## src/design/mars_pkg.sv

```systemverilog
// Shared types, codes and constants of the motor arming and run sequencer.
package mars_pkg;

   localparam int unsigned IdWidth      = 29;
   localparam int unsigned PayloadWidth = 32;
   localparam int unsigned SpeedWidth   = 16;
   localparam int unsigned TargetWidth  = 14;
   localparam int unsigned ArmCntWidth  = 17;
   localparam int unsigned CsrIdxWidth  = 2;

   localparam logic [IdWidth-1:0] ID_ARM   = 29'h700;
   localparam logic [IdWidth-1:0] ID_SPEED = 29'h701;
   localparam logic [IdWidth-1:0] ID_TELEM = 29'h702;
   localparam logic [7:0]         ARM_KEY  = 8'hAA;

   // floor(x / 6) == (x * 43691) >> 18 for every 16-bit x
   localparam logic [SpeedWidth-1:0] DIV6_MUL   = 16'd43691;
   localparam int unsigned           DIV6_SHIFT = 18;

   localparam logic [ArmCntWidth-1:0] ARM_CNT_MAX = {ArmCntWidth{1'b1}};

   // register indexes
   localparam logic [CsrIdxWidth-1:0] CSR_SPEED_MIN    = 2'd0;
   localparam logic [CsrIdxWidth-1:0] CSR_SPEED_MAX    = 2'd1;
   localparam logic [CsrIdxWidth-1:0] CSR_ARMING_TICKS = 2'd2;
   localparam logic [CsrIdxWidth-1:0] CSR_STOP_TICKS   = 2'd3;

   // sequencer modes
   localparam logic [2:0] MODE_ARMING  = 3'd0;
   localparam logic [2:0] MODE_ARMED   = 3'd1;
   localparam logic [2:0] MODE_RUNINIT = 3'd2;
   localparam logic [2:0] MODE_RUN     = 3'd3;
   localparam logic [2:0] MODE_STOP    = 3'd4;

   // request classes
   localparam logic [2:0] OP_TICK  = 3'd0;
   localparam logic [2:0] OP_ARM   = 3'd1;
   localparam logic [2:0] OP_SPEED = 3'd2;
   localparam logic [2:0] OP_TELEM = 3'd3;
   localparam logic [2:0] OP_NONE  = 3'd4;

   typedef struct packed {
      logic [2:0]             op;
      logic                   arm_key;
      logic [SpeedWidth-1:0]  speed;
      logic [TargetWidth-1:0] speed_div;
      logic                   running;
      logic                   accepted;
   } req_item_type;

   typedef struct packed {
      logic                   ramp_valid;
      logic [TargetWidth-1:0] ramp_target;
      logic                   start_request;
      logic                   stop_request;
      logic                   telemetry_request;
      logic [2:0]             mode;
      logic                   arm_enabled;
   } rsp_item_type;

endpackage

```

## src/design/mars_front.sv

```systemverilog
// Front end: classifies requests and holds them in a two-entry queue.
module mars_front (
   input  logic                                clock,
   input  logic                                reset,
   input  logic                                req_push,
   input  logic                                req_action,
   input  logic [mars_pkg::IdWidth-1:0]        req_frame_id,
   input  logic [mars_pkg::PayloadWidth-1:0]   req_frame_payload,
   input  logic                                req_motor_running,
   input  logic                                req_start_accepted,
   output logic                                req_full,
   output mars_pkg::req_item_type              q_item,
   output logic                                q_valid,
   input  logic                                q_deq
);

   mars_pkg::req_item_type q_ff [2];
   logic                   wr_ptr_ff, wr_ptr_in;
   logic                   rd_ptr_ff, rd_ptr_in;
   logic [1:0]             count_ff, count_in;
   mars_pkg::req_item_type cls;
   logic [31:0]            prod;
   logic                   enq;

   always_comb begin
      prod          = req_frame_payload[15:0] * mars_pkg::DIV6_MUL;
      cls.arm_key   = (req_frame_payload[7:0] == mars_pkg::ARM_KEY);
      cls.speed     = req_frame_payload[15:0];
      cls.speed_div = prod[mars_pkg::DIV6_SHIFT +: mars_pkg::TargetWidth];
      cls.running   = req_motor_running;
      cls.accepted  = req_start_accepted;
      if (!req_action) begin
         cls.op = mars_pkg::OP_TICK;
      end else if (req_frame_id == mars_pkg::ID_ARM) begin
         cls.op = mars_pkg::OP_ARM;
      end else if (req_frame_id == mars_pkg::ID_SPEED) begin
         cls.op = mars_pkg::OP_SPEED;
      end else if (req_frame_id == mars_pkg::ID_TELEM) begin
         cls.op = mars_pkg::OP_TELEM;
      end else begin
         cls.op = mars_pkg::OP_NONE;
      end
   end

   assign req_full = (count_ff == 2'd2);
   assign enq      = req_push && !req_full;
   assign q_valid  = (count_ff != 2'd0);
   assign q_item   = q_ff[rd_ptr_ff];

   always_comb begin
      wr_ptr_in = enq ? ~wr_ptr_ff : wr_ptr_ff;
      rd_ptr_in = q_deq ? ~rd_ptr_ff : rd_ptr_ff;
      count_in  = count_ff + {1'b0, enq} - {1'b0, q_deq};
   end

   always_ff @(posedge clock) begin
      if (reset) begin
         wr_ptr_ff <= 1'b0;
         rd_ptr_ff <= 1'b0;
         count_ff  <= 2'd0;
      end else begin
         wr_ptr_ff <= wr_ptr_in;
         rd_ptr_ff <= rd_ptr_in;
         count_ff  <= count_in;
      end
   end

   always_ff @(posedge clock) begin
      if (enq) begin
         q_ff[wr_ptr_ff] <= cls;
      end
   end

endmodule

```

## src/design/mars_back.sv

```systemverilog
// Back end: sequencer state, configuration registers and the result queue.
module mars_back (
   input  logic                                clock,
   input  logic                                reset,
   input  logic                                csr_wr_en,
   input  logic [mars_pkg::CsrIdxWidth-1:0]    csr_index,
   input  logic [mars_pkg::SpeedWidth-1:0]     csr_data,
   input  mars_pkg::req_item_type              q_item,
   input  logic                                q_valid,
   output logic                                q_deq,
   output mars_pkg::rsp_item_type              rsp_item,
   output logic                                rsp_empty,
   input  logic                                rsp_pop
);

   logic [15:0] speed_min_ff, speed_max_ff, arming_ticks_ff, stop_ticks_ff;

   logic [2:0]                         mode_ff, mode_in;
   logic                               arm_ff, arm_in;
   logic [15:0]                        speed_cmd_ff, speed_cmd_in;
   logic [mars_pkg::TargetWidth-1:0]   speed_div_ff, speed_div_in;
   logic [15:0]                        speed_last_ff, speed_last_in;
   logic [mars_pkg::ArmCntWidth-1:0]   arm_count_ff, arm_count_in, cnt_inc;
   logic [15:0]                        stop_count_ff, stop_count_in;
   logic                               must_stop;
   mars_pkg::rsp_item_type             res;

   mars_pkg::rsp_item_type oq_ff [2];
   logic                   owr_ff, owr_in;
   logic                   ord_ff, ord_in;
   logic [1:0]             oc_ff, oc_in;
   logic                   deq_out;

   // configuration
   always_ff @(posedge clock) begin
      if (reset) begin
         speed_min_ff    <= 16'd0;
         speed_max_ff    <= 16'hFFFF;
         arming_ticks_ff <= 16'd100;
         stop_ticks_ff   <= 16'd100;
      end else if (csr_wr_en) begin
         unique case (csr_index)
            mars_pkg::CSR_SPEED_MIN:    speed_min_ff    <= csr_data;
            mars_pkg::CSR_SPEED_MAX:    speed_max_ff    <= csr_data;
            mars_pkg::CSR_ARMING_TICKS: arming_ticks_ff <= csr_data;
            mars_pkg::CSR_STOP_TICKS:   stop_ticks_ff   <= csr_data;
            default: ;
         endcase
      end
   end

   // take a request only when the result queue has room (or drains now)
   assign deq_out = rsp_pop && !rsp_empty;
   assign q_deq   = q_valid && ((oc_ff != 2'd2) || deq_out);

   always_comb begin
      mode_in       = mode_ff;
      arm_in        = arm_ff;
      speed_cmd_in  = speed_cmd_ff;
      speed_div_in  = speed_div_ff;
      speed_last_in = speed_last_ff;
      arm_count_in  = arm_count_ff;
      stop_count_in = stop_count_ff;
      res           = '0;
      must_stop     = (speed_cmd_ff == 16'd0) || !arm_ff;
      cnt_inc       = (arm_count_ff != mars_pkg::ARM_CNT_MAX) ?
                      arm_count_ff + 17'd1 : arm_count_ff;

      unique case (q_item.op)
         mars_pkg::OP_ARM: begin
            arm_in = q_item.arm_key;
         end
         mars_pkg::OP_SPEED: begin
            if (arm_ff) begin
               speed_cmd_in = q_item.speed;
               speed_div_in = q_item.speed_div;
            end
         end
         mars_pkg::OP_TELEM: begin
            res.telemetry_request = 1'b1;
         end
         mars_pkg::OP_TICK: begin
            unique case (mode_ff)
               mars_pkg::MODE_ARMING: begin
                  if (arm_ff && (speed_cmd_ff > speed_min_ff) &&
                      (speed_cmd_ff < speed_max_ff)) begin
                     if (cnt_inc > {1'b0, arming_ticks_ff}) begin
                        mode_in      = mars_pkg::MODE_ARMED;
                        arm_count_in = '0;
                     end else begin
                        arm_count_in = cnt_inc;
                     end
                  end else begin
                     arm_count_in = '0;
                  end
               end
               mars_pkg::MODE_ARMED: begin
                  res.ramp_valid    = 1'b1;
                  res.start_request = 1'b1;
                  stop_count_in     = 16'd0;
                  if (must_stop) begin
                     mode_in = mars_pkg::MODE_STOP;
                  end else if (q_item.accepted) begin
                     mode_in = mars_pkg::MODE_RUNINIT;
                  end else begin
                     mode_in = mars_pkg::MODE_ARMING;
                  end
               end
               mars_pkg::MODE_RUNINIT: begin
                  if (q_item.running) begin
                     res.ramp_valid = 1'b1;
                     speed_last_in  = speed_cmd_ff;
                     mode_in        = mars_pkg::MODE_RUN;
                  end
                  if (must_stop) begin
                     mode_in = mars_pkg::MODE_STOP;
                  end
               end
               mars_pkg::MODE_RUN: begin
                  if ((speed_cmd_ff != speed_last_ff) && q_item.running) begin
                     res.ramp_valid = 1'b1;
                     speed_last_in  = speed_cmd_ff;
                  end
                  if (must_stop) begin
                     mode_in = mars_pkg::MODE_STOP;
                  end
               end
               mars_pkg::MODE_STOP: begin
                  res.stop_request = 1'b1;
                  if (stop_count_ff >= stop_ticks_ff) begin
                     mode_in       = mars_pkg::MODE_ARMING;
                     stop_count_in = 16'd0;
                     arm_count_in  = '0;
                  end else begin
                     stop_count_in = stop_count_ff + 16'd1;
                  end
               end
               default: ;
            endcase
         end
         default: ;
      endcase

      res.ramp_target = res.ramp_valid ? speed_div_ff : '0;
      res.mode        = mode_in;
      res.arm_enabled = arm_in;
   end

   always_ff @(posedge clock) begin
      if (reset) begin
         mode_ff       <= mars_pkg::MODE_ARMING;
         arm_ff        <= 1'b0;
         speed_cmd_ff  <= 16'd0;
         speed_div_ff  <= '0;
         speed_last_ff <= 16'd0;
         arm_count_ff  <= '0;
         stop_count_ff <= 16'd0;
      end else if (q_deq) begin
         mode_ff       <= mode_in;
         arm_ff        <= arm_in;
         speed_cmd_ff  <= speed_cmd_in;
         speed_div_ff  <= speed_div_in;
         speed_last_ff <= speed_last_in;
         arm_count_ff  <= arm_count_in;
         stop_count_ff <= stop_count_in;
      end
   end

   // result queue
   assign rsp_empty = (oc_ff == 2'd0);
   assign rsp_item  = oq_ff[ord_ff];

   always_comb begin
      owr_in = q_deq ? ~owr_ff : owr_ff;
      ord_in = deq_out ? ~ord_ff : ord_ff;
      oc_in  = oc_ff + {1'b0, q_deq} - {1'b0, deq_out};
   end

   always_ff @(posedge clock) begin
      if (reset) begin
         owr_ff <= 1'b0;
         ord_ff <= 1'b0;
         oc_ff  <= 2'd0;
      end else begin
         owr_ff <= owr_in;
         ord_ff <= ord_in;
         oc_ff  <= oc_in;
      end
   end

   always_ff @(posedge clock) begin
      if (q_deq) begin
         oq_ff[owr_ff] <= res;
      end
   end

endmodule

```

## src/design/motor_arming_run_sequencer_top.sv

```systemverilog
// Top level of the motor arming and run sequencer.
// A request waits in the front queue; the sequencer then registers its result in the
// result queue, where it can be popped. Throughput: one request per cycle while neither
// queue is full; the sequencer updates all of its state for each request it takes.
// Front and back each own a two-entry queue, so either side can stall alone.
// Reset (synchronous, active high): mode arming, disarmed, speed and counters zero,
// both queues empty, registers back to their defaults.
module motor_arming_run_sequencer_top (
   input  logic                                clock,
   input  logic                                reset,
   // request channel
   input  logic                                req_push,
   output logic                                req_full,
   input  logic                                req_action,
   input  logic [mars_pkg::IdWidth-1:0]        req_frame_id,
   input  logic [mars_pkg::PayloadWidth-1:0]   req_frame_payload,
   input  logic                                req_motor_running,
   input  logic                                req_start_accepted,
   // result channel
   output logic                                rsp_empty,
   input  logic                                rsp_pop,
   output logic                                rsp_ramp_valid,
   output logic [mars_pkg::TargetWidth-1:0]    rsp_ramp_target,
   output logic                                rsp_start_request,
   output logic                                rsp_stop_request,
   output logic                                rsp_telemetry_request,
   output logic [2:0]                          rsp_mode,
   output logic                                rsp_arm_enabled,
   // configuration
   input  logic                                csr_wr_en,
   input  logic [mars_pkg::CsrIdxWidth-1:0]    csr_index,
   input  logic [mars_pkg::SpeedWidth-1:0]     csr_data
);

   mars_pkg::req_item_type q_item;
   logic                   q_valid;
   logic                   q_deq;
   mars_pkg::rsp_item_type rsp_item;

   // Front: decodes frame id / tick, precomputes speed/6, queues the request.
   mars_front u_front (
      .clock              (clock),
      .reset              (reset),
      .req_push           (req_push),
      .req_action         (req_action),
      .req_frame_id       (req_frame_id),
      .req_frame_payload  (req_frame_payload),
      .req_motor_running  (req_motor_running),
      .req_start_accepted (req_start_accepted),
      .req_full           (req_full),
      .q_item             (q_item),
      .q_valid            (q_valid),
      .q_deq              (q_deq)
   );

   // Back: runs the arming/run/stop sequencer and queues results.
   mars_back u_back (
      .clock     (clock),
      .reset     (reset),
      .csr_wr_en (csr_wr_en),
      .csr_index (csr_index),
      .csr_data  (csr_data),
      .q_item    (q_item),
      .q_valid   (q_valid),
      .q_deq     (q_deq),
      .rsp_item  (rsp_item),
      .rsp_empty (rsp_empty),
      .rsp_pop   (rsp_pop)
   );

   assign rsp_ramp_valid        = rsp_item.ramp_valid;
   assign rsp_ramp_target       = rsp_item.ramp_target;
   assign rsp_start_request     = rsp_item.start_request;
   assign rsp_stop_request      = rsp_item.stop_request;
   assign rsp_telemetry_request = rsp_item.telemetry_request;
   assign rsp_mode              = rsp_item.mode;
   assign rsp_arm_enabled       = rsp_item.arm_enabled;

endmodule

```

## config.mk

```make
export PLATFORM = sky130hd
export DESIGN_NAME = motor_arming_run_sequencer_top
export DESIGN_NICKNAME = d
export VERILOG_FILES = /design/src/design/mars_pkg.sv /design/src/design/mars_front.sv /design/src/design/mars_back.sv /design/src/design/motor_arming_run_sequencer_top.sv
export SDC_FILE = /design/constraint.sdc
export NUM_CORES = 1
export LEC_CHECK = 0
export BUFFER_PORTS_ARGS = -buffer_cell sky130_fd_sc_hd__buf_2
export CELL_PAD_IN_SITES_DETAIL_PLACEMENT = 2
export CELL_PAD_IN_SITES_GLOBAL_PLACEMENT = 2
export CORE_UTILIZATION = 40
export DETAILED_ROUTE_END_ITERATION = 10
export MAX_ROUTING_LAYER = met4
export PLACE_DENSITY_LB_ADDON = 0.1
export SETUP_SLACK_MARGIN = 0.4
export SKIP_CTS_REPAIR_TIMING = 1
export SYNTH_ARGS = -nofsm -noshare
export SYNTH_HDL_FRONTEND = slang
export SYNTH_SLANG_ARGS = --single-unit
```

## constraint.sdc

```tcl
create_clock -name clock -period 7.9 [get_ports clock]
set_input_delay 0.79 -clock clock [delete_from_list [all_inputs] [get_ports clock]]
set_output_delay 0.79 -clock clock [all_outputs]
set_load 0.01 [all_outputs]
```

==> results of run 1 <==
==> layer usage <==
layer	track usage (%)	vias up	wire length, um	share of wire (%)
li1	-	5896	-	-
met1	27.38	6248	20290	44
met2	40.25	143	23920	52
met3	2.799	65	1142	2.5
met4	6.588	0	1083	2.3
met5	-	-	0	0
==> layout by cell type, fill, tap and decap left out, drive strengths merged, types with 34 or more instances in the layout <==
master  instances
ha            197
nand2         147
xnor2          35
inv           277
nor2          130
clkbuf         49
mux2i          52
a21oi          82
edfxtp        116
dfxtp         157
buf           104
fa             77
a211oi         34
==> flip-flops by register name (all words and copies together), names as in the netlist, 2 cells and up, named ones only <==
| register | flops |
|---|---|
| u_back.oq_ff | 44 |
| u_back.stop_count_ff | 16 |
| u_back.speed_max_ff | 16 |
| u_back.mode_ff | 3 |
| u_back.arm_count_ff | 17 |
| u_front.q_ff | 72 |
| u_back.stop_ticks_ff | 16 |
| u_back.speed_min_ff | 16 |
| u_back.oc_ff | 2 |
| u_back.speed_cmd_ff | 16 |
| u_back.speed_last_ff | 16 |
| u_front.count_ff | 2 |
| u_back.speed_div_ff | 14 |
| u_back.arming_ticks_ff | 16 |
==> stage by stage <==
step	total power, mW	setup slack [ps]	utilization, %	instance area, um2
after floorplan	3.884	2011	-	16880
after global placement	4.615	1003	43.46	17910
after detailed placement	4.762	779.3	43.46	17910
after CTS	6.296	1330	45.98	18940
after global routing	6.648	1073	45.98	18940
final	6.153	1383	45.98	18940
==> layout make-up <==
type | count | area [um2]
flip-flops and latches | 273 | 6628
clock buffers | 49 | 967.2
clock inverters | 11 | 68.82
fillers | 4379 | 22260
inverters | 275 | 1032
well taps | 532 | 665.6
repair buffers | 104 | 548.0
multi-input cells | 1091 | 9035
==> worst max-delay path, delay by kind of cell <==
| family | cells | cell delay, ps |
|---|---|---|
| AO/OA/AOI/OAI | 5 | 1470 |
| XOR/XNOR | 2 | 490 |
| adder cells (fa/ha/maj) | 7 | 3070 |
| buffers and inverters | 4 | 380 |
| AND/OR/NAND/NOR | 3 | 550 |
==> power groups by stage <==
stage / sequential (mW) / combinational (mW) / clock [mW]
CTS: 1.97 / 2.81 / 1.51
floorplan: 1.94 / 1.95 / 0
global placement: 1.98 / 2.64 / 0
finish: 1.97 / 2.72 / 1.46
global route: 1.99 / 3.10 / 1.56
detailed placement: 2.00 / 2.77 / 0
==> how the worst max path moves through the flow <==
stage / start / end / slack (ps) / cells past startpoint
floorplan: req_frame_payload[1] / u_front.q_ff[0][15]$_DFFE_PP_ / 2010 / 20
global placement: req_frame_payload[1] / u_front.q_ff[0][15]$_DFFE_PP_ / 1000 / 21
detailed placement: req_frame_payload[1] / u_front.q_ff[0][15]$_DFFE_PP_ / 780 / 21
CTS: req_frame_payload[1] / u_front.q_ff[1][15]$_DFFE_PP_ / 1330 / 21
global route: req_frame_payload[1] / u_front.q_ff[1][15]$_DFFE_PP_ / 1070 / 22
finish: req_frame_payload[1] / u_front.q_ff[0][15]$_DFFE_PP_ / 1380 / 21
==> cell families after synthesis <==
logic type	synth area share [%]
adder cells (fa/ha/maj)	23.73
AO/OA/AOI/OAI	9.598
AND/OR/NAND/NOR	11.82
buffers and inverters	7.374
multiplexers	4.751
XOR/XNOR	3.476
flip-flops	39.25
==> results.tsv, run 1 <==
metric	value	unit
dp.cells	2275	
grt_pass1_wl	75.15	mm
nets	2140	
worstRegToRegCells	18	
outcome	finished clean	
reg2reg_from	u_back.arm_count_ff[0]$_SDFFE_PP0P_	
synth_common_cells	inv_1, ha_1, dfxtp_1, nand2_1, nor2_1	
crit_type	input pin to register	
critPathMaxFanout	10	
cpPeakStageDelay	560	ps
worstReg2RegEnd	u_back.arm_count_ff[11]$_SDFFE_PP0P_	
critPathMostFrequentCell	fa_1	
die_area	0.04303	mm2
antenna_found_initial	0	
routed_wl	46.44	mm
syn_inst	1691	
slowest_stage	fa_1	
regToRegSetupSlack	2790	ps
drt_iter0_drc	379	
syn_area	0.01688	mm2
leakage	8.600	nW
hold_viol_final	0	
synth-edff-count	116	
synth_seq_cells	273	
rsz0062_at_grt	false	
yosys.area.top_type_share	20.63	%
synth-seq-area-share	39.25	%
ys_warn_count	0	
syn-num-nets	2052	
fin_hold_ws	457.8	ps
maxSlewHeadroom	21.81	%
cts.sink_count	273	
clk_latency	540	ps
std_cell_rows	74	
synth_ff_type	dfxtp_1	
start_util	40.97	%
cts-root-buf	clkbuf_16	
grt_usage	22.88	%
slew_violations	0	
post-route-period-util	82.49	%
gp_congestion	0.8561	
fin_cells	2335	
cellPowerDensity	324.8	mW/mm2
synth_area_leaders	edfxtp_1, dfxtp_1, ha_1, fa_1, inv_1	
postRouteAntennaNets	0	
endpoint_kind	register	
die_h	207.4	um
worstMarginPinSlew	1170	ps
switchingPower	2.343	mW
swShare	38.09	%
sequentialPowerShare	32.0	%
cts_made_buffers	34	
finalSetupViolations	0	
synth.distinct_cells	68	
pwr-share-comb	44.3	%
p_int	3.809	mW
critPathRequiredTime	8150	ps
cts_htree_levels	2	
via_per_inst	5.290	
synth_most_common_cell	inv_1	
diodes	0	
layout-drive-gt1-share	11.43	%
vias	12352	
max_freq	153.4	MHz
period_minus_slack	6517	ps
pwr-share-clk	23.8	%
path_cells	buf_2 -> ha_1 -> xor2_1 -> ha_1 -> a21oi_1 -> fa_1 -> inv_1 -> fa_1 -> fa_1 -> inv_1 -> fa_1 -> inv_1 -> ha_1 -> and4_1 -> a221oi_1 -> a2bb2oi_1 -> nand4_1 -> nand2_1 -> o21ai_0 -> o31ai_1 -> xnor2_1	
min_to	u_back.speed_min_ff[3]$_SDFFE_PP0P_	
grt-ovfl-total	0	
wl_per_cell	19.89	um
hp-start	u_back.speed_min_ff[3]$_SDFFE_PP0P_	
fin_skew	17.59	ps
start_kind	input pin	
die_w	207.4	um
hold_path.class	register to register	
whs_path_depth	2	
cts.clk_slew.worst_paths	60	ps
core_area	0.04120	mm2
syn_avg_cell_area	9.984	um2
place_hpwl	35.19	mm
cts.path.max_buffers	3	
critical_path_arrival	6770	ps
fin_setup_tns	0	ps
drcViolationCount	0	
syn2layout_area_growth	12.21	%
synth_top_cell_by_area	edfxtp_1	
drv_cap	0	
io_buffers	94	
grt_max_degree	76	
grt_pass1_vias	13975	
ir_drop	0.4032	mV
pin_count	111	
first_pass_iters	4	
cts_tree	built	
synth-async-reset-ratio	0	%
(Power assumes the default switching activity.)
==> run 2, diff against run 1 <==
clock period = 6.45 ns   (was 7.9 ns; I/O delays follow)
==> run 2 against run 1 <==
Net effect:
- routed wire length up 2.8%
- hold slack got worse by 180 ps
- die area stayed put
- global-route usage up 0.55 points
- sequential power is 22% higher
- combinational power rose by 32%
- register-to-register slack worse by 1500 ps
- core utilization grew 1.0 points
- largest cell class unchanged
- cell count is 0.86% higher
- clock skew increased by 9.9 ps
- critical path depth rose by 2
==> results.tsv, run 2 (same netlist as run 1, synthesis figures left out) <==
metric	value	unit	change
worstReg2RegEnd	u_back.arm_count_ff[11]$_SDFFE_PP0P_		unchanged
period_minus_slack	5696	ps	
cts.path.max_buffers	3		unchanged
final_common_cell	inv_1		unchanged
worstRegToRegCells	18		unchanged
drcViolationCount	0		unchanged
die_area	0.04303	mm2	unchanged
critPathRequiredTime	6760	ps	was 8150 ps
top_regs	u_front.q_ff x72, u_back.oq_ff x44, u_back.arm_count_ff x17		unchanged
worstMarginPinSlew	1160	ps	was 1170 ps
swShare	37.63	%	was 38.09%
ir_drop	0.3721	mV	was 0.4032 mV
leakage	8.799	nW	was 8.600 nW
max_freq	175.6	MHz	
min_to	u_front.q_ff[0][1]$_DFFE_PP_		was u_back.speed_min_ff[3]$_SDFFE_PP0P_
p_int	5.036	mW	was 3.809 mW
regMostFlops	u_front.q_ff		unchanged
die_w	207.4	um	unchanged
post-route-period-util	88.31	%	
maxSlewHeadroom	22.49	%	was 21.81%
outcome	finished clean		unchanged
critPathMaxFanout	5		was 10
final_cell_mix	inv_1, ha_1, dfxtp_1, nand2_1, nor2_1		unchanged
pin_count	111		unchanged
endpoint_kind	register		unchanged
cts_made_buffers	34		unchanged
cpPeakStageDelay	560	ps	about the same
drv_cap	0		unchanged
cts.clk_slew.worst_paths	60	ps	about the same
io_buffers	94		unchanged
core_area	0.04120	mm2	unchanged
nets	2159		was 2140
cts_tree	built		unchanged
path_buf_inv	7		was 4
crit_type	input pin to register		unchanged
cts-root-buf	clkbuf_16		unchanged
start_kind	input pin		unchanged
std_cell_rows	74		unchanged
vias	12428		was 12352
largest_reg_flops	72		unchanged
place_hpwl	36.09	mm	was 35.19 mm
cts.sink_count	273		unchanged
cellPowerDensity	417.1	mW/mm2	was 324.8 mW/mm2
fin_skew	27.53	ps	was 17.59 ps
fin_cells	2355		was 2335
switchingPower	3.038	mW	was 2.343 mW
via_per_inst	5.277		was 5.290
wl_per_cell	20.28	um	was 19.89 um
diodes	0		unchanged
layout-drive-gt1-share	13.27	%	was 11.43%
finalSetupViolations	0		unchanged
dp.cells	2294		was 2275
slowest_stage	fa_1		unchanged
grt_max_degree	64		was 76
total_power	8.074	mW	was 6.153 mW
drt_iter0_drc	415		was 379
regToRegSetupSlack	1310	ps	was 2790 ps
syn2layout_area_growth	14.67	%	was 12.21%
grt_usage	23.43	%	was 22.88%
postRouteAntennaNets	0		unchanged
sequentialPowerShare	29.8	%	was 32.0%
placed_cell_area	0.01805	mm2	was 0.01791 mm2
first_pass_iters	4		unchanged
pre_cts_slack	-150.9	ps	was 779.3 ps
finalWorstSetupSlack	753.8	ps	was 1383 ps
whs_path_depth	1		was 2
path_cells	buf_2 -> ha_1 -> xor2_1 -> ha_1 -> inv_1 -> fa_1 -> inv_1 -> fa_1 -> fa_1 -> inv_1 -> fa_1 -> inv_1 -> ha_1 -> and4_2 -> a221oi_2 -> buf_4 -> a2bb2oi_2 -> nand4_1 -> nand2_2 -> o21ai_2 -> buf_4 -> o22ai_1 -> xnor2_1		was buf_2 -> ha_1 -> xor2_1 -> ha_1 -> a21oi_1 -> fa_1 -> inv_1 -> fa_1 -> fa_1 -> inv_1 -> fa_1 -> inv_1 -> ha_1 -> and4_1 -> a221oi_1 -> a2bb2oi_1 -> nand4_1 -> nand2_1 -> o21ai_0 -> o31ai_1 -> xnor2_1
reg2reg_from	u_back.arm_count_ff[0]$_SDFFE_PP0P_		unchanged
hold_path.class	input pin to register		was register to register
critical_path_arrival	6000	ps	was 6770 ps
rsz0062_at_grt	false		unchanged
grt-ovfl-total	0		unchanged
pwr-share-clk	25.9	%	was 23.8%
fin_area	0.01936	mm2	was 0.01894 mm2
die_h	207.4	um	unchanged
hold_viol_final	0		unchanged
slew_violations	0		unchanged
cts_htree_levels	2		unchanged
hp-start	req_motor_running		was u_back.speed_min_ff[3]$_SDFFE_PP0P_
clk_latency	570	ps	was 540 ps
grt_pass1_vias	14133		was 13975
start_util	40.97	%	unchanged
critPathTopFamily	adder cells		unchanged
antenna_found_initial	0		unchanged
grt_pass1_wl	76.87	mm	was 75.15 mm
gp_congestion	0.8393		was 0.8561
routed_wl	47.75	mm	was 46.44 mm
pwr-share-comb	44.3	%	about the same
cp.depth	23		was 21
-- run 2: cell types whose count changed in the layout (fill, tap and decap cells not counted), sizes merged --
cell	change
inv	-1
buf	+19
clkinv	+1
bufinv	+5
clkbuf	-4
-- run 2: metrics by stage --
step | utilization [%] | TNS [ps] | hold slack, ps
2_1_floorplan | - | 0 | 436.3
3_3_place_gp | 43.81 | 0 | 443.0
3_5_place_dp | 43.81 | -857.9 | 454.3
4_1_cts | 46.86 | 0 | 244.7
5_1_grt | 46.98 | 0 | 266.3
6_report | 46.98 | 0 | 278.7
-- run 2: worst max path at each step --
stage	to	slack, ps	start
6_report	u_front.q_ff[1][14]$_DFFE_PP_	750	req_frame_payload[3]
4_1_cts	u_front.q_ff[0][15]$_DFFE_PP_	400	req_frame_payload[2]
3_5_place_dp	u_front.q_ff[0][14]$_DFFE_PP_	-150	req_frame_payload[3]
2_1_floorplan	u_front.q_ff[0][15]$_DFFE_PP_	710	req_frame_payload[1]
3_3_place_gp	u_front.q_ff[0][15]$_DFFE_PP_	10	req_frame_payload[2]
5_1_grt	u_front.q_ff[1][14]$_DFFE_PP_	480	req_frame_payload[2]
-- run 2: power groups by stage --
stage                     logic [mW]  clock network, mW  registers (mW)
after floorplan                 2.38                  0            2.37
after global placement          3.27                  0            2.42
after detailed placement        3.46                  0            2.44
after CTS                       3.51               2.15            2.41
after global routing            4.04               2.21            2.44
final                           3.58               2.09            2.41
-- run 2: area by class of cell --
class                   instances  area, um2
clock inverters                16      282.8
fillers                      4312      21840
multi-input cells            1091       9086
clock buffers                  45      973.4
repair buffers                123      690.7
inverters                     275       1032
flip-flops and latches        273       6628
well taps                     532      665.6
-- run 2: per-layer routing --
layer / vias to the layer above / wire [um] / GRT usage, %
met5: - / 0 / -
met4: 0 / 1169 / 6.768
met3: 62 / 1194 / 3.011
met2: 142 / 24780 / 41.61
met1: 6307 / 20610 / 27.63
li1: 5917 / - / -
==> run 3, diff against run 2 <==
SYNTH_HIERARCHICAL = 1   (was not set)
==> run 3 against run 2 <==
Net effect:
- critical path depth decreased by 3
- global-route usage grew 0.26 points
- core utilization fell by 1.4 points
- cell area grew 1.4%
- clock-buffer cell count increased by 3
- die area is 3.5% higher
- hold slack better by 24 ps
==> results.tsv, run 3 <==
metric	value	unit	change
sequentialPowerShare	28.1	%	was 29.8%
layout-drive-gt1-share	12.79	%	was 13.27%
finalSetupViolations	0		unchanged
period_minus_slack	5770	ps	was 5696 ps
gp_congestion	0.8578		was 0.8393
pwr-share-clk	21.7	%	was 25.9%
fin_skew	15.23	ps	was 27.53 ps
die_h	211.0	um	was 207.4 um
endpoint_kind	register		unchanged
synth-async-reset-ratio	0	%	unchanged
syn_inst	1794		was 1691
met3_usage	2.795	%	was 3.011%
synth_area_leaders	edfxtp_1, dfxtp_1, ha_1, fa_1, nand2_1		was edfxtp_1, dfxtp_1, ha_1, fa_1, inv_1
multi_input_area	0.009714	mm2	was 0.009086 mm2
cts_made_buffers	34		unchanged
top_regs	u_front/q_ff x72, u_back/oq_ff x44, u_back/arm_count_ff x17		was u_front.q_ff x72, u_back.oq_ff x44, u_back.arm_count_ff x17
std_cell_rows	76		was 74
leakage	8.686	nW	was 8.799 nW
grt-ovfl-total	0		unchanged
grt_pass1_vias	14716		was 14133
grt_util_met2	44.37	%	was 41.61%
cts.clk_slew.worst_paths	60	ps	about the same
fin_hold_ws	302.6	ps	was 278.7 ps
syn_avg_cell_area	9.741	um2	was 9.984 um2
nets	2243		was 2159
crit_type	input pin to register		unchanged
hold_viol_final	0		unchanged
first_pass_iters	4		unchanged
synth_ff_type	dfxtp_1		unchanged
cts-root-buf	clkbuf_16		unchanged
switchingPower	3.494	mW	was 3.038 mW
fill_cells	4608		was 4312
max_freq	173.3	MHz	was 175.6 MHz
clk_latency	540	ps	was 570 ps
outcome	finished clean		unchanged
final_common_cell	nand2_1		was inv_1
swShare	40.99	%	was 37.63%
die_area	0.04453	mm2	was 0.04303 mm2
whs_path_depth	1		unchanged
start_kind	input pin		unchanged
drv_cap	0		unchanged
pre_cts_slack	150.4	ps	was -150.9 ps
cts_htree_levels	2		unchanged
worstRegToRegCells	14		was 18
critPathMaxFanout	8		was 5
synth_common_cells	nand2_1, inv_1, ha_1, dfxtp_1, a21oi_1		was inv_1, ha_1, dfxtp_1, nand2_1, nor2_1
synth.distinct_cells	76		was 68
hold_path.class	input pin to register		unchanged
synth_seq_cells	273		unchanged
cts.path.max_buffers	3		unchanged
syn2layout_area_growth	12.28	%	was 14.67%
critical_path_arrival	6130	ps	was 6000 ps
yosys.area.top_type_share	19.93	%	was 20.63%
start_util	40.57	%	was 40.97%
routed_wl	49.99	mm	was 47.75 mm
grt_max_degree	83		was 64
ir_drop	0.2301	mV	was 0.3721 mV
maxSlewHeadroom	17.84	%	was 22.49%
cellPowerDensity	434.4	mW/mm2	was 417.1 mW/mm2
place_hpwl	38.23	mm	was 36.09 mm
largest_reg_flops	72		unchanged
fin_util	45.55	%	was 46.98%
cts_tree	built		unchanged
synth_most_common_cell	nand2_1		was inv_1
synth-seq-area-share	37.92	%	was 39.25%
via_per_inst	5.236		was 5.277
slew_violations	0		unchanged
critPathRequiredTime	6810	ps	was 6760 ps
die_w	211.0	um	was 207.4 um
ys_warn_count	6		was 0
drcViolationCount	0		unchanged
regArea	0.006626	mm2	was 0.006628 mm2
grt_usage	23.69	%	was 23.43%
fin_setup_tns	0	ps	unchanged
finalWorstSetupSlack	680.2	ps	was 753.8 ps
p_int	5.030	mW	was 5.036 mW
antenna_found_initial	1		was 0
cts.sink_count	273		unchanged
rsz0062_at_grt	false		unchanged
core_area	0.04308	mm2	was 0.04120 mm2
final_cell_mix	nand2_1, inv_1, ha_1, dfxtp_1, a21oi_1		was inv_1, ha_1, dfxtp_1, nand2_1, nor2_1
wl_per_cell	20.05	um	was 20.28 um
vias	13054		was 12428
regMostFlops	u_front/q_ff		was u_front.q_ff
pin_count	111		unchanged
grt_pass1_wl	79.53	mm	was 76.87 mm
syn_area	0.01748	mm2	was 0.01688 mm2
post-route-period-util	89.45	%	was 88.31%
drt_iter0_drc	450		was 415
synth-edff-count	116		unchanged
worstMarginPinSlew	1231	ps	was 1160 ps
syn-num-nets	2155		was 2052
pwr-share-comb	50.2	%	was 44.3%
postRouteAntennaNets	0		unchanged
use_met1	26.37	%	was 27.63%
io_buffers	94		unchanged
top_usage_layer	met2		unchanged
synth_top_cell_by_area	edfxtp_1		unchanged
run 3: cell type report:
cell class / count / share of cell area [%]
sequential: 273 / 33.77
multi-input combinational: 1224 / 49.51
clock buffer: 48 / 4.763
tap: 585 / 3.730
antenna: 1 / 0.01275
timing repair buffer: 107 / 2.908
inverter: 242 / 4.630
clock inverter: 13 / 0.6759
run 3: path summary, 6_finish.rpt:
path / start / to / slack [ps]
max: req_frame_payload[3] / u_front/q_ff[1][13]$_DFFE_PP_ / 680
min: req_motor_running / u_front/q_ff[0][1]$_DFFE_PP_ / 300
max reg2reg: u_back/arm_count_ff[0]$_SDFFE_PP0P_ / u_back/arm_count_ff[13]$_SDFFE_PP0P_ / 1630
min reg2reg: u_back/speed_div_ff[5]$_SDFFE_PP0P_ / u_back/speed_div_ff[5]$_SDFFE_PP0P_ / 460
run 3: per-stage QoR:
| step | instances | area, um2 | power [mW] |
|---|---|---|---|
| 5_1_grt | 2493 | 19620 | 9.205 |
| 3_5_place_dp | 2431 | 18550 | 6.726 |
| 3_3_place_gp | 2431 | 18550 | 6.496 |
| 4_1_cts | 2492 | 19620 | 8.664 |
| 2_1_floorplan | 1794 | 17480 | 5.386 |
| 6_report | 2493 | 19620 | 8.524 |
run 3: power by group through the flow:
stage	clock network (mW)	logic [mW]	registers, mW
4_1_cts	1.91	4.36	2.40
6_report	1.85	4.28	2.39
3_3_place_gp	0	4.09	2.40
5_1_grt	1.97	4.81	2.43
3_5_place_dp	0	4.29	2.43
2_1_floorplan	0	3.03	2.36
run 3: logic make-up after synthesis:
logic type / share of synthesized area, %
flip-flops: 37.92
XOR/XNOR: 3.759
buffers and inverters: 6.558
AND/OR/NAND/NOR: 14.83
adder cells (fa/ha/maj): 22.93
AO/OA/AOI/OAI: 9.086
multiplexers: 4.919
run 3: worst max-delay path, cell delays in order:
cell and delay [ps]:
buf_2 170, ha_1 360, xor2_1 200, ha_1 320, inv_1 60, fa_1 510
inv_1 60, fa_1 520, fa_1 550, inv_1 50, fa_1 530, inv_1 40
ha_1 390, a211oi_1 270, o211ai_1 160, a21o_1 240, a21boi_0 220, a21boi_2 340
mux2_4 340, a211oi_2 180
run 3: layer usage:
layer | up-vias | share of wire, %
li1 | 6251 | -
met1 | 6619 | 41
met2 | 118 | 55
met3 | 66 | 2.1
met4 | 0 | 2.1
met5 | - | 0
